`src/ffba_pkg.sv`:
```
// ----------------------------------------------------------------------------
// ffba_pkg
// Shared constants, codes and control structs of the first-fit block
// allocator.
// ----------------------------------------------------------------------------
`default_nettype none

package ffba_pkg;

    localparam int POOL_BLOCKS = 64;
    localparam int IDX_W       = $clog2(POOL_BLOCKS);

    localparam int FUNC_W   = 2;
    localparam int COUNT_W  = 7;
    localparam int HKIND_W  = 2;
    localparam int HIDX_W   = 6;
    localparam int STATUS_W = 3;
    localparam int START_W  = 6;
    localparam int KIND_W   = 2;
    localparam int ENTRY_W  = COUNT_W + KIND_W;

    localparam logic [FUNC_W-1:0] FUNC_ALLOC = 2'd0;
    localparam logic [FUNC_W-1:0] FUNC_FREE  = 2'd1;
    localparam logic [FUNC_W-1:0] FUNC_CLEAR = 2'd2;

    localparam logic [HKIND_W-1:0] HK_NULL = 2'd0;
    localparam logic [HKIND_W-1:0] HK_POOL = 2'd2;

    localparam logic [KIND_W-1:0] KIND_EMPTY  = 2'd0;
    localparam logic [KIND_W-1:0] KIND_SINGLE = 2'd1;
    localparam logic [KIND_W-1:0] KIND_FIRST  = 2'd2;
    localparam logic [KIND_W-1:0] KIND_TRAIL  = 2'd3;

    localparam logic [STATUS_W-1:0] ST_OK        = 3'd0;
    localparam logic [STATUS_W-1:0] ST_BAD_INPUT = 3'd1;
    localparam logic [STATUS_W-1:0] ST_IN_POOL   = 3'd2;
    localparam logic [STATUS_W-1:0] ST_NO_SPACE  = 3'd3;
    localparam logic [STATUS_W-1:0] ST_NOT_FOUND = 3'd4;
    localparam logic [STATUS_W-1:0] ST_TRAILING  = 3'd5;

    typedef struct packed {
        logic                load;
        logic                scan_step;
        logic                fill_step;
        logic                rel_start;
        logic                rel_step;
        logic                clear_all;
        logic                push;
        logic [STATUS_W-1:0] status;
        logic                start_sel;
    } ffba_cmd_t;

    typedef struct packed {
        logic [FUNC_W-1:0] func;
        logic              count_zero;
        logic              h_null;
        logic              h_in_pool;
        logic              scan_hit;
        logic              scan_last;
        logic              kind_head;
        logic              walk_last;
        logic              out_free;
    } ffba_stat_t;

endpackage

`default_nettype wire

```
`src/ffba_ram.sv`:
```
// ----------------------------------------------------------------------------
// ffba_ram
// Generic single-write, single-read RAM with registered read data.
// ----------------------------------------------------------------------------
`default_nettype none

module ffba_ram #(
    parameter int WIDTH = 8,
    parameter int DEPTH = 64,
    localparam int AW   = $clog2(DEPTH)
) (
    input  logic             clk,
    input  logic             wr_en,
    input  logic [AW-1:0]    wr_addr,
    input  logic [WIDTH-1:0] wr_data,
    input  logic [AW-1:0]    rd_addr,
    output logic [WIDTH-1:0] rd_data
);

    logic [WIDTH-1:0] mem [DEPTH];

    always_ff @(posedge clk)
    begin
        if (wr_en)
        begin
            mem[wr_addr] <= wr_data;
        end
        rd_data <= mem[rd_addr];
    end

endmodule

`default_nettype wire

```
`src/ffba_ctrl.sv`:
```
// ----------------------------------------------------------------------------
// ffba_ctrl
// Request sequencer: decode, first-fit scan, run fill, run release and
// result hand-off.
// ----------------------------------------------------------------------------
`default_nettype none

module ffba_ctrl (
    input  logic                 clk,
    input  logic                 rst_n,
    input  logic                 in_valid,
    output logic                 in_ready,
    input  ffba_pkg::ffba_stat_t stat,
    output ffba_pkg::ffba_cmd_t  cmd
);

    import ffba_pkg::*;

    localparam logic [2:0] S_IDLE    = 3'd0;
    localparam logic [2:0] S_DECODE  = 3'd1;
    localparam logic [2:0] S_SCAN    = 3'd2;
    localparam logic [2:0] S_FILL    = 3'd3;
    localparam logic [2:0] S_CHECK   = 3'd4;
    localparam logic [2:0] S_RELEASE = 3'd5;
    localparam logic [2:0] S_DONE    = 3'd6;

    logic [2:0]          state_reg, state_next;
    logic [STATUS_W-1:0] code_reg, code_next;
    logic                sel_reg, sel_next;

    assign in_ready = (state_reg == S_IDLE);

    always_comb
    begin
        state_next = state_reg;
        code_next  = code_reg;
        sel_next   = sel_reg;
        cmd        = '0;
        case (state_reg)
            S_IDLE:
            begin
                if (in_valid)
                begin
                    cmd.load   = 1'b1;
                    state_next = S_DECODE;
                end
            end
            S_DECODE:
            begin
                sel_next = 1'b0;
                case (stat.func)
                    FUNC_ALLOC:
                    begin
                        if (stat.count_zero)
                        begin
                            code_next  = ST_BAD_INPUT;
                            state_next = S_DONE;
                        end
                        else if (stat.h_in_pool)
                        begin
                            code_next  = ST_IN_POOL;
                            state_next = S_DONE;
                        end
                        else
                        begin
                            state_next = S_SCAN;
                        end
                    end
                    FUNC_FREE:
                    begin
                        if (stat.h_null)
                        begin
                            code_next  = ST_BAD_INPUT;
                            state_next = S_DONE;
                        end
                        else if (!stat.h_in_pool)
                        begin
                            code_next  = ST_NOT_FOUND;
                            state_next = S_DONE;
                        end
                        else
                        begin
                            state_next = S_CHECK;
                        end
                    end
                    FUNC_CLEAR:
                    begin
                        cmd.clear_all = 1'b1;
                        code_next     = ST_OK;
                        state_next    = S_DONE;
                    end
                    default:
                    begin
                        code_next  = ST_BAD_INPUT;
                        state_next = S_DONE;
                    end
                endcase
            end
            S_SCAN:
            begin
                cmd.scan_step = 1'b1;
                if (stat.scan_hit)
                begin
                    state_next = S_FILL;
                end
                else if (stat.scan_last)
                begin
                    code_next  = ST_NO_SPACE;
                    state_next = S_DONE;
                end
            end
            S_FILL:
            begin
                cmd.fill_step = 1'b1;
                if (stat.walk_last)
                begin
                    code_next  = ST_OK;
                    sel_next   = 1'b1;
                    state_next = S_DONE;
                end
            end
            S_CHECK:
            begin
                if (stat.kind_head)
                begin
                    cmd.rel_start = 1'b1;
                    state_next    = S_RELEASE;
                end
                else
                begin
                    code_next  = ST_TRAILING;
                    state_next = S_DONE;
                end
            end
            S_RELEASE:
            begin
                cmd.rel_step = 1'b1;
                if (stat.walk_last)
                begin
                    code_next  = ST_OK;
                    state_next = S_DONE;
                end
            end
            S_DONE:
            begin
                if (stat.out_free)
                begin
                    cmd.push      = 1'b1;
                    cmd.status    = code_reg;
                    cmd.start_sel = sel_reg;
                    state_next    = S_IDLE;
                end
            end
            default:
            begin
                state_next = S_IDLE;
            end
        endcase
    end

    always_ff @(posedge clk or negedge rst_n)
    begin
        if (!rst_n)
        begin
            state_reg <= S_IDLE;
            code_reg  <= ST_OK;
            sel_reg   <= 1'b0;
        end
        else
        begin
            state_reg <= state_next;
            code_reg  <= code_next;
            sel_reg   <= sel_next;
        end
    end

endmodule

`default_nettype wire

```
`src/ffba_dp.sv`:
```
// ----------------------------------------------------------------------------
// ffba_dp
// Datapath: request word, scan and walk counters, occupancy bits, entry
// RAM and the output register.
// ----------------------------------------------------------------------------
`default_nettype none

module ffba_dp (
    input  logic                           clk,
    input  logic                           rst_n,
    input  logic [ffba_pkg::FUNC_W-1:0]    func,
    input  logic [ffba_pkg::COUNT_W-1:0]   block_count,
    input  logic [ffba_pkg::HKIND_W-1:0]   handle_kind,
    input  logic [ffba_pkg::HIDX_W-1:0]    handle_index,
    input  logic                           out_ready,
    output logic                           out_valid,
    output logic [ffba_pkg::STATUS_W-1:0]  status,
    output logic [ffba_pkg::START_W-1:0]   start_index,
    input  ffba_pkg::ffba_cmd_t            cmd,
    output ffba_pkg::ffba_stat_t           stat
);

    import ffba_pkg::*;

    logic [FUNC_W-1:0]      func_reg, func_next;
    logic [COUNT_W-1:0]     count_reg, count_next;
    logic [HKIND_W-1:0]     hkind_reg, hkind_next;
    logic [HIDX_W-1:0]      hidx_reg, hidx_next;
    logic [IDX_W-1:0]       idx_reg, idx_next;
    logic [COUNT_W-1:0]     run_reg, run_next;
    logic [IDX_W-1:0]       first_reg, first_next;
    logic [IDX_W-1:0]       ptr_reg, ptr_next;
    logic [COUNT_W-1:0]     left_reg, left_next;
    logic [POOL_BLOCKS-1:0] valid_reg, valid_next;
    logic                   out_valid_reg, out_valid_next;
    logic [STATUS_W-1:0]    status_reg, status_next;
    logic [START_W-1:0]     start_reg, start_next;

    logic [IDX_W-1:0]       pos;
    logic [COUNT_W-1:0]     run_inc;
    logic                   entry_free;
    logic [KIND_W-1:0]      fill_kind;
    logic [KIND_W-1:0]      kind_eff;
    logic [ENTRY_W-1:0]     rd_data;

    assign pos        = IDX_W'(hidx_reg);
    assign run_inc    = run_reg + COUNT_W'(1);
    assign entry_free = !valid_reg[idx_reg];

    always_comb
    begin
        if (ptr_reg == first_reg)
        begin
            fill_kind = (count_reg == COUNT_W'(1)) ? KIND_SINGLE : KIND_FIRST;
        end
        else
        begin
            fill_kind = KIND_TRAIL;
        end
    end

    // entries without an occupancy bit read as empty
    assign kind_eff = valid_reg[pos] ? rd_data[KIND_W-1:0] : KIND_EMPTY;

    ffba_ram #(
        .WIDTH (ENTRY_W),
        .DEPTH (POOL_BLOCKS)
    ) u_ram (
        .clk     (clk),
        .wr_en   (cmd.fill_step),
        .wr_addr (ptr_reg),
        .wr_data ({count_reg, fill_kind}),
        .rd_addr (pos),
        .rd_data (rd_data)
    );

    always_comb
    begin
        stat.func       = func_reg;
        stat.count_zero = (count_reg == '0);
        stat.h_null     = (hkind_reg == HK_NULL);
        stat.h_in_pool  = (hkind_reg == HK_POOL) && (32'(hidx_reg) < 32'(POOL_BLOCKS));
        stat.scan_hit   = entry_free && (run_inc == count_reg);
        stat.scan_last  = (idx_reg == IDX_W'(POOL_BLOCKS - 1));
        stat.kind_head  = kind_eff inside {KIND_SINGLE, KIND_FIRST};
        stat.walk_last  = (left_reg == COUNT_W'(1)) || (ptr_reg == IDX_W'(POOL_BLOCKS - 1));
        stat.out_free   = !out_valid_reg || out_ready;
    end

    always_comb
    begin
        func_next      = func_reg;
        count_next     = count_reg;
        hkind_next     = hkind_reg;
        hidx_next      = hidx_reg;
        idx_next       = idx_reg;
        run_next       = run_reg;
        first_next     = first_reg;
        ptr_next       = ptr_reg;
        left_next      = left_reg;
        valid_next     = valid_reg;
        out_valid_next = out_valid_reg;
        status_next    = status_reg;
        start_next     = start_reg;

        if (cmd.load)
        begin
            func_next  = func;
            count_next = block_count;
            hkind_next = handle_kind;
            hidx_next  = handle_index;
            idx_next   = '0;
            run_next   = '0;
        end

        if (cmd.scan_step)
        begin
            idx_next = idx_reg + IDX_W'(1);
            if (entry_free)
            begin
                run_next = run_inc;
                if (run_reg == '0)
                begin
                    first_next = idx_reg;
                end
            end
            else
            begin
                run_next = '0;
            end
            if (stat.scan_hit)
            begin
                ptr_next  = (run_reg == '0) ? idx_reg : first_reg;
                left_next = count_reg;
            end
        end

        if (cmd.fill_step)
        begin
            valid_next[ptr_reg] = 1'b1;
            ptr_next            = ptr_reg + IDX_W'(1);
            left_next           = left_reg - COUNT_W'(1);
        end

        if (cmd.rel_start)
        begin
            ptr_next  = pos;
            left_next = rd_data[ENTRY_W-1:KIND_W];
        end

        if (cmd.rel_step)
        begin
            valid_next[ptr_reg] = 1'b0;
            ptr_next            = ptr_reg + IDX_W'(1);
            left_next           = left_reg - COUNT_W'(1);
        end

        if (cmd.clear_all)
        begin
            valid_next = '0;
        end

        if (cmd.push)
        begin
            out_valid_next = 1'b1;
            status_next    = cmd.status;
            start_next     = cmd.start_sel ? START_W'(first_reg) : '0;
        end
        else if (out_ready)
        begin
            out_valid_next = 1'b0;
        end
    end

    always_ff @(posedge clk or negedge rst_n)
    begin
        if (!rst_n)
        begin
            valid_reg     <= '0;
            out_valid_reg <= 1'b0;
        end
        else
        begin
            valid_reg     <= valid_next;
            out_valid_reg <= out_valid_next;
        end
    end

    always_ff @(posedge clk)
    begin
        func_reg   <= func_next;
        count_reg  <= count_next;
        hkind_reg  <= hkind_next;
        hidx_reg   <= hidx_next;
        idx_reg    <= idx_next;
        run_reg    <= run_next;
        first_reg  <= first_next;
        ptr_reg    <= ptr_next;
        left_reg   <= left_next;
        status_reg <= status_next;
        start_reg  <= start_next;
    end

    assign out_valid   = out_valid_reg;
    assign status      = status_reg;
    assign start_index = start_reg;

endmodule

`default_nettype wire

```
`src/first_fit_block_allocator_top.sv`:
```
// ----------------------------------------------------------------------------
// first_fit_block_allocator_top
// First-fit contiguous block allocator over a status table of pool blocks.
// ----------------------------------------------------------------------------
// rejected or clear words go from decode straight to the result; allocate scans
//   the pool one block per scan step, then fills one RAM entry per block
// free: checks the head entry, then releases one block per step
// one word in flight; a new word is taken while the last result waits
// reset: asynchronous, empties the table at once through per-block occupancy bits
`default_nettype none

module first_fit_block_allocator_top (
    input  logic                          clk,
    input  logic                          rst_n,
    input  logic                          in_valid,
    output logic                          in_ready,
    input  logic [ffba_pkg::FUNC_W-1:0]   func,
    input  logic [ffba_pkg::COUNT_W-1:0]  block_count,
    input  logic [ffba_pkg::HKIND_W-1:0]  handle_kind,
    input  logic [ffba_pkg::HIDX_W-1:0]   handle_index,
    output logic                          out_valid,
    input  logic                          out_ready,
    output logic [ffba_pkg::STATUS_W-1:0] status,
    output logic [ffba_pkg::START_W-1:0]  start_index
);

    import ffba_pkg::*;

    ffba_cmd_t  cmd;
    ffba_stat_t stat;

    ffba_ctrl u_ctrl (
        .clk      (clk),
        .rst_n    (rst_n),
        .in_valid (in_valid),
        .in_ready (in_ready),
        .stat     (stat),
        .cmd      (cmd)
    );

    ffba_dp u_dp (
        .clk          (clk),
        .rst_n        (rst_n),
        .func         (func),
        .block_count  (block_count),
        .handle_kind  (handle_kind),
        .handle_index (handle_index),
        .out_ready    (out_ready),
        .out_valid    (out_valid),
        .status       (status),
        .start_index  (start_index),
        .cmd          (cmd),
        .stat         (stat)
    );

`ifndef SYNTHESIS
    a_busy_after_accept: assert property (@(posedge clk) disable iff (!rst_n)
        (in_valid && in_ready) |=> !in_ready)
        else $error("input taken again before result");

    a_push_not_idle: assert property (@(posedge clk) disable iff (!rst_n)
        cmd.push |-> !in_ready)
        else $error("result pushed while idle");

    a_start_only_ok: assert property (@(posedge clk) disable iff (!rst_n)
        (cmd.push && cmd.start_sel) |-> (cmd.status == ST_OK))
        else $error("start index given with error status");

    a_push_needs_slot: assert property (@(posedge clk) disable iff (!rst_n)
        (cmd.push && out_valid) |-> out_ready)
        else $error("result overwritten");
`endif

endmodule

`default_nettype wire
```
`config.mk`:
```
export PLATFORM = sky130hd
export DESIGN_NAME = first_fit_block_allocator_top
export DESIGN_NICKNAME = d
export VERILOG_FILES = /design/src/ffba_pkg.sv /design/src/ffba_ram.sv /design/src/ffba_ctrl.sv /design/src/ffba_dp.sv /design/src/first_fit_block_allocator_top.sv
export SDC_FILE = /design/constraint.sdc
export NUM_CORES = 1
export LEC_CHECK = 0
export ABC_AREA = 1
export BUFFER_PORTS_ARGS = -buffer_cell sky130_fd_sc_hd__buf_2
export CELL_PAD_IN_SITES_DETAIL_PLACEMENT = 0
export CELL_PAD_IN_SITES_GLOBAL_PLACEMENT = 1
export CORE_AREA = 2 2 318 399
export DETAILED_ROUTE_END_ITERATION = 6
export DIE_AREA = 0 0 320 401
export PLACE_DENSITY_LB_ADDON = 0.1
export SLEW_MARGIN = 10
export SYNTH_ARGS = -nofsm -noshare
export SYNTH_HDL_FRONTEND = slang
export SYNTH_SLANG_ARGS = --single-unit
```
`constraint.sdc`:
```
create_clock -name clk -period 3.6 [get_ports clk]
set_input_delay 0.36 -clock clk [delete_from_list [all_inputs] [get_ports clk]]
set_output_delay 0.36 -clock clk [all_outputs]
set_load 0.02 [all_outputs]
```
==> out/qor.csv, run 1 <==
stage,metric,value,unit
run_status,status,completed,
power_and_ir_drop,finalPower,25.5,mW
routing,routedWlPerCell,24.1,um
layout,fin_nets,2973,
global_route,grt_pass1_vias,22000,
power_and_ir_drop,leakage,12.8,nW
power_and_ir_drop,cellPowerDensity,697,nW/um^2
timing,rsz0062_at_grt,false,
routing,drt_iter0_drc,1694,
layout,area_growth,18.3,%
global_route,grt_overflow_total,0,
synth,synth_ff_type,edfxtp_1,
routing,via_per_inst,4.81,
power_and_ir_drop,ir_drop,0.411,mV
die,dieArea,128000,sq um
clock_network,cts_hold_buf,19,
timing,final-setup-viol-count,0,
layout,diodes,0,
timing,whs,0.380,ns
routing,drc,0,
synth,yosys.cell_types.count,50,
die,row_count,145,
global_route,grt_pass1_wl,161000,um
die,fp.dieH,401,um
clock_network,htree_levels,3,
synth,async_reset_ff_frac,0.101,
synth,synth_edf_count,634,
synth,synth_area_leaders,"edfxtp_1, nor2_1, dfrtp_1",
routing,wirelength,111000,um
die,coreArea,124000,sq um
placed_design,dp.cells,4461,
clock_network,cts_buffers,81,
worst_hold_path,hold_depth,7,
synth,synthTopCellsByCount,"edfxtp_1, nor2_1, nand2_1, o21ai_0, o22ai_1",
placed_design,dpl.hpwl,72000,um
placed_design,io_buffer_count,31,
worst_hold_path,hold_path_class,primary input to flop,
synth,yosysWarningCount,0,
timing,hold_violations,0,
synth,synth.cell_area,30900,sq um
layout,fill_cells,12900,
critical_path,crit_path_end_kind,flop,
clock_network,cts_buffer_depth,3,
job,drv_cap,0,
timing,post-route-min-period,3.05,ns
clock_network,cts_tree,yes,
synth,synth-seq-cells,715,
critical_path,arrival,3.65,ns
critical_path,worstSetupPathType,flop to flop,
layout,largest_reg_flops,576,
critical_path,critPathMaxStageDelay,0.44,ns
synth,avgSynthCellArea,10.9,sq um
timing,slew_headroom,0.288,
timing,fmax,327,MHz
clock_network,path_clk_slew,0.06,ns
layout,drive_gt1_frac,0.112,
clock_network,numClockSinks,715,
clock_network,cts_resized,0,
synth,synthCells,2838,
critical_path,cp_common_cell,o211ai_1,
global_route,grt_max_degree,99,
global_route,grt_antenna_before_repair,0,
global_route,grt.total_usage,0.172,
placed_design,place_congestion,0.806,
routing,postRouteAntennaNets,0,
routing,drtPass1Iterations,5,
clock_network,post_cts_buffers,0,
synth,synth_area_leader_cell,edfxtp_1,
layout,fin_cells,4627,
clock_network,clock_latency,0.66,ns
timing,fin_skew,0.0248,ns
timing,worst_pin_slew,1.07,ns
critical_path,crit_required,4.20,ns
critical_path,worstRegToRegCells,8,
die,ios,32,
critical_path,startpoint_type,flop,
critical_path,critPathSlowestCell,edfxtp_1,
synth,ys_seq_area_frac,0.680,
die,die_w,320,um
synth,syn-num-nets,2865,
critical_path,crit_chain,buf_12 -> buf_4 -> o21ai_0 -> o22ai_1 -> o211ai_1 -> o211ai_1 -> o211ai_1 -> nand2_1,
routing,via_count,22200,
synth,synthMostInstantiatedCell,edfxtp_1,
synth,synth_top_area_share,0.616,
die,initial_core_util,0.249,
timing,setup_tns,0,ns
clock_network,cts_root_buf,clkbuf_16,
timing,post-route-period-util,0.848,
critical_path,path_max_fanout,90,
timing,slew_viol_final,0,
## placed cells by master (no fill, tap or decap), types with 19 or more instances in the layout
| cell type | n |
|---|---|
| o221ai_1 | 19 |
| buf_4 | 144 |
| nand4_1 | 23 |
| buf_2 | 30 |
| nand2_1 | 330 |
| inv_1 | 147 |
| o21ai_1 | 48 |
| dfrtp_1 | 72 |
| nand3_1 | 121 |
| dlygate4sd3_1 | 19 |
| clkbuf_16 | 85 |
| o22ai_1 | 219 |
| nor2_1 | 583 |
| o211ai_1 | 25 |
| edfxtp_1 | 634 |
| o21ai_0 | 332 |
## critical path: cells and delay by family, from the launching register on
kind | cells | cell delay, ns
flip-flops | 1 | 0.44
AND/OR/NAND/NOR | 1 | 0.15
buffers and inverters | 2 | 0.81
AO/OA/AOI/OAI | 5 | 1.40
## path summary, 6_finish.rpt
check,start,to,slack [ns]
min,in_valid,u_ctrl.state_reg[1]$_DFFE_PN0P_,0.38
min in group asynchronous,rst_n,u_dp.valid_reg[5]$_DFF_PN0_,0.39
max,u_dp.hidx_reg[1]$_DFFE_PP_,u_dp.u_ram.rd_data[6]$_DFF_P_,0.55
max reg2reg,u_dp.hidx_reg[1]$_DFFE_PP_,u_dp.u_ram.rd_data[6]$_DFF_P_,0.55
min reg2reg,u_ctrl.code_reg[2]$_DFFE_PN0P_,u_ctrl.code_reg[2]$_DFFE_PN0P_,0.49
max in group asynchronous,rst_n,u_dp.valid_reg[19]$_DFF_PN0_,2.31
## layout make-up
cell class,count,area (sq um),area share
Sequential cell,715,21000,0.574
Multi-Input combinational cell,1785,8480,0.232
Clock buffer,103,2240,0.0613
Tap cell,1617,2020,0.0553
Timing Repair Buffer,207,1700,0.0465
Inverter,156,596,0.0163
Clock inverter,44,531,0.0145
## through the flow
stage / area, sq um / worst slack, ns / util
floorplan: 30900 / 0.921 / -
finish: 36600 / 0.546 / 0.294
global route: 36600 / 0.378 / 0.294
CTS: 36600 / 0.547 / 0.294
global placement: 33600 / 0.539 / 0.270
detailed placement: 33600 / 0.556 / 0.270
## per-layer routing
metal | routed length (um) | up-vias | GRT usage
met5 | 0 | - | 0
met4 | 3270 | 0 | 0.0597
met3 | 3600 | 123 | 0.0184
met2 | 55800 | 473 | 0.298
met1 | 48700 | 11300 | 0.220
li1 | - | 10300 | -
## report_power, final
part           leakage [nW]  internal, mW  total, mW  switching [mW]
sequential             6.89          9.92       10.5           0.588
clock                  1.35          5.20       8.71            3.50
combinational          4.60          1.73       6.29            4.57
## kinds of logic (layout without fill, tap and decap cells)
family                   Yosys count  after routing  synth area share
multiplexers                       3              3          0.000971
buffers and inverters            338            510            0.0474
adder cells (fa/ha/maj)            6              6           0.00243
flip-flops                       715            715             0.680
AND/OR/NAND/NOR                 1095           1095             0.143
AO/OA/AOI/OAI                    666            666             0.122
XOR/XNOR                          15             15           0.00469
No activity file was read; power rests on OpenSTA's default activity.
==> run 2, diff against run 1 <==
Clock period 3.6 ns to 2.58 ns, I/O delays scaled along.
==> out/qor.csv, run 2 (same netlist as run 1, synthesis figures left out) <==
stage,metric,value,unit,change
run_status,status,completed,,
routing,via_per_inst,4.75,,-1.2%
critical_path,crit_required,3.09,ns,-1.11 ns
timing,final-setup-viol-count,0,,unchanged
placed_design,place_congestion,0.795,,-1.4%
timing,fin_skew,0.0372,ns,+0.0124 ns
power_and_ir_drop,ir_drop,0.660,mV,+61%
timing,worst_pin_slew,0.874,ns,-0.194 ns
clock_network,cts_buffer_depth,3,,unchanged
timing,post-route-min-period,2.55,ns,-0.501 ns
timing,fmax,392,MHz,+20%
power_and_ir_drop,finalPower,36.2,mW,+42%
timing,rsz0062_at_grt,true,,
timing,layout_setup_ws,0.0274,ns,-0.519 ns
die,row_count,145,,unchanged
clock_network,path_clk_slew,0.06,ns,about the same
placed_design,dpl.hpwl,76000,um,+5.6%
clock_network,cts_tree,yes,,
critical_path,startpoint_type,flop,,
layout,largest_reg_flops,576,,unchanged
routing,routedWlPerCell,24.3,um,+0.88%
placed_design,place_area,34800,sq um,+3.3%
critical_path,r2r_slack,0.03,ns,-0.52 ns
placed_design,dp.cells,4574,,+2.5%
timing,slew_viol_final,0,,unchanged
routing,postRouteAntennaNets,0,,unchanged
global_route,grt_max_degree,79,,-20%
critical_path,path_max_fanout,44,,-51%
layout,final_common_cell,edfxtp_1,,
worst_hold_path,hold_path_class,primary input to flop,,
timing,post-route-period-util,0.989,,+0.141
routing,wirelength,115000,um,+3.4%
clock_network,cts_buffers,79,,-2.5%
die,fp.dieH,401,um,unchanged
routing,via_count,22500,,+1.2%
layout,area_growth,22.5,%,
clock_network,htree_levels,3,,unchanged
placed_design,preCtsSetupSlack,-0.358,ns,-0.914 ns
placed_design,io_buffer_count,31,,unchanged
layout,fill_cells,12900,,-0.085%
clock_network,clock_latency,0.68,ns,+0.02 ns
critical_path,crit_path_end_kind,flop,,
layout,fin_nets,3090,,+3.9%
global_route,grt_overflow_total,0,,unchanged
clock_network,numClockSinks,715,,unchanged
timing,hold_violations,0,,unchanged
routing,drtPass1Iterations,5,,unchanged
global_route,grt_pass1_vias,22700,,+3.3%
clock_network,cts_root_buf,clkbuf_16,,
die,initial_core_util,0.249,,unchanged
die,dieArea,128000,sq um,unchanged
layout,mostFrequentLayoutCells,"edfxtp_1, nor2_1, nand2_1",,
global_route,grt.total_usage,0.177,,+0.00565
die,die_w,320,um,unchanged
die,ios,32,,unchanged
layout,design_area,37900,sq um,+3.5%
timing,slew_headroom,0.417,,+0.129
power_and_ir_drop,leakage,13.5,nW,+5.3%
layout,drive_gt1_frac,0.149,,+0.0366
timing,whs,0.135,ns,-0.245 ns
routing,drc,0,,unchanged
global_route,grt_pass1_wl,165000,um,+3.0%
critical_path,worstSetupPathType,flop to flop,,
routing,drt_iter0_drc,1580,,-6.7%
die,coreArea,124000,sq um,unchanged
global_route,grt_antenna_before_repair,0,,unchanged
power_and_ir_drop,cellPowerDensity,956,nW/um^2,+37%
critical_path,arrival,3.06,ns,-0.59 ns
layout,fin_cells,4742,,+2.5%
job,drv_cap,0,,unchanged
## run 2: final cells by class
class / count / area (sq um) / area share
sequential: 715 / 21000 / 0.555
antenna: 1 / 2.50 / 0.0000661
clock inverter: 39 / 532 / 0.0140
tap: 1617 / 2020 / 0.0534
inverter: 156 / 607 / 0.0160
multi-input combinational: 1785 / 8610 / 0.227
timing repair buffer: 326 / 2970 / 0.0784
clock buffer: 103 / 2110 / 0.0556
## run 2: worst paths after layout
check	from	end	cells past startpoint
min in group asynchronous	rst_n	u_dp.valid_reg[0]$_DFF_PN0_	2
min reg2reg	u_ctrl.code_reg[2]$_DFFE_PN0P_	u_ctrl.code_reg[2]$_DFFE_PN0P_	2
max in group asynchronous	rst_n	u_dp.valid_reg[2]$_DFF_PN0_	3
max	u_dp.hidx_reg[0]$_DFFE_PP_	u_dp.u_ram.rd_data[2]$_DFF_P_	10
min	in_valid	u_ctrl.state_reg[2]$_DFFE_PN0P_	7
max reg2reg	u_dp.hidx_reg[0]$_DFFE_PP_	u_dp.u_ram.rd_data[2]$_DFF_P_	10
## run 2: where the power goes
| group | internal, mW | total (mW) | switching, mW |
|---|---|---|---|
| sequential | 13.8 | 14.7 | 0.828 |
| combinational | 3.16 | 9.83 | 6.67 |
| clock | 6.82 | 11.7 | 4.90 |
| total | 23.8 | 36.2 | 12.4 |
## run 2: critical path, stage by stage, from the launching register on
cell	delay (ns)
edfxtp_1	0.46
buf_12	0.19
buf_4	0.15
buf_16	0.16
o21ai_0	0.19
o22ai_1	0.14
o21ai_0	0.24
o22ai_1	0.11
buf_4	0.17
o211ai_1	0.41
nand2_1	0.11
## run 2: metrics by stage
| step | TNS [ns] | utilization |
|---|---|---|
| finish | 0 | 0.304 |
| global route | -0.187 | 0.304 |
| detailed placement | -1.55 | 0.279 |
| CTS | -0.0215 | 0.303 |
| floorplan | 0 | - |
| global placement | -1.57 | 0.279 |
## run 2: repair_timing
| action | 4_1_cts | 5_1_grt |
|---|---|---|
| hold endpoints to repair | 62 | 0 |
| buffers inserted | 1 | 3 |
| gates resized for setup | 22 | 30 |
| pin swaps | 6 | 8 |
| setup endpoints to repair | 8 | 31 |
| hold buffers | 19 | 0 |
| cloned | 0 | 2 |
## run 2: routing by layer
layer,global-route usage,part of all wire,vias up
met1,0.231,0.44,11400
met4,0.0461,0.019,0
met5,0,0,-
met3,0.0179,0.029,115
met2,0.313,0.51,411
li1,-,-,10600
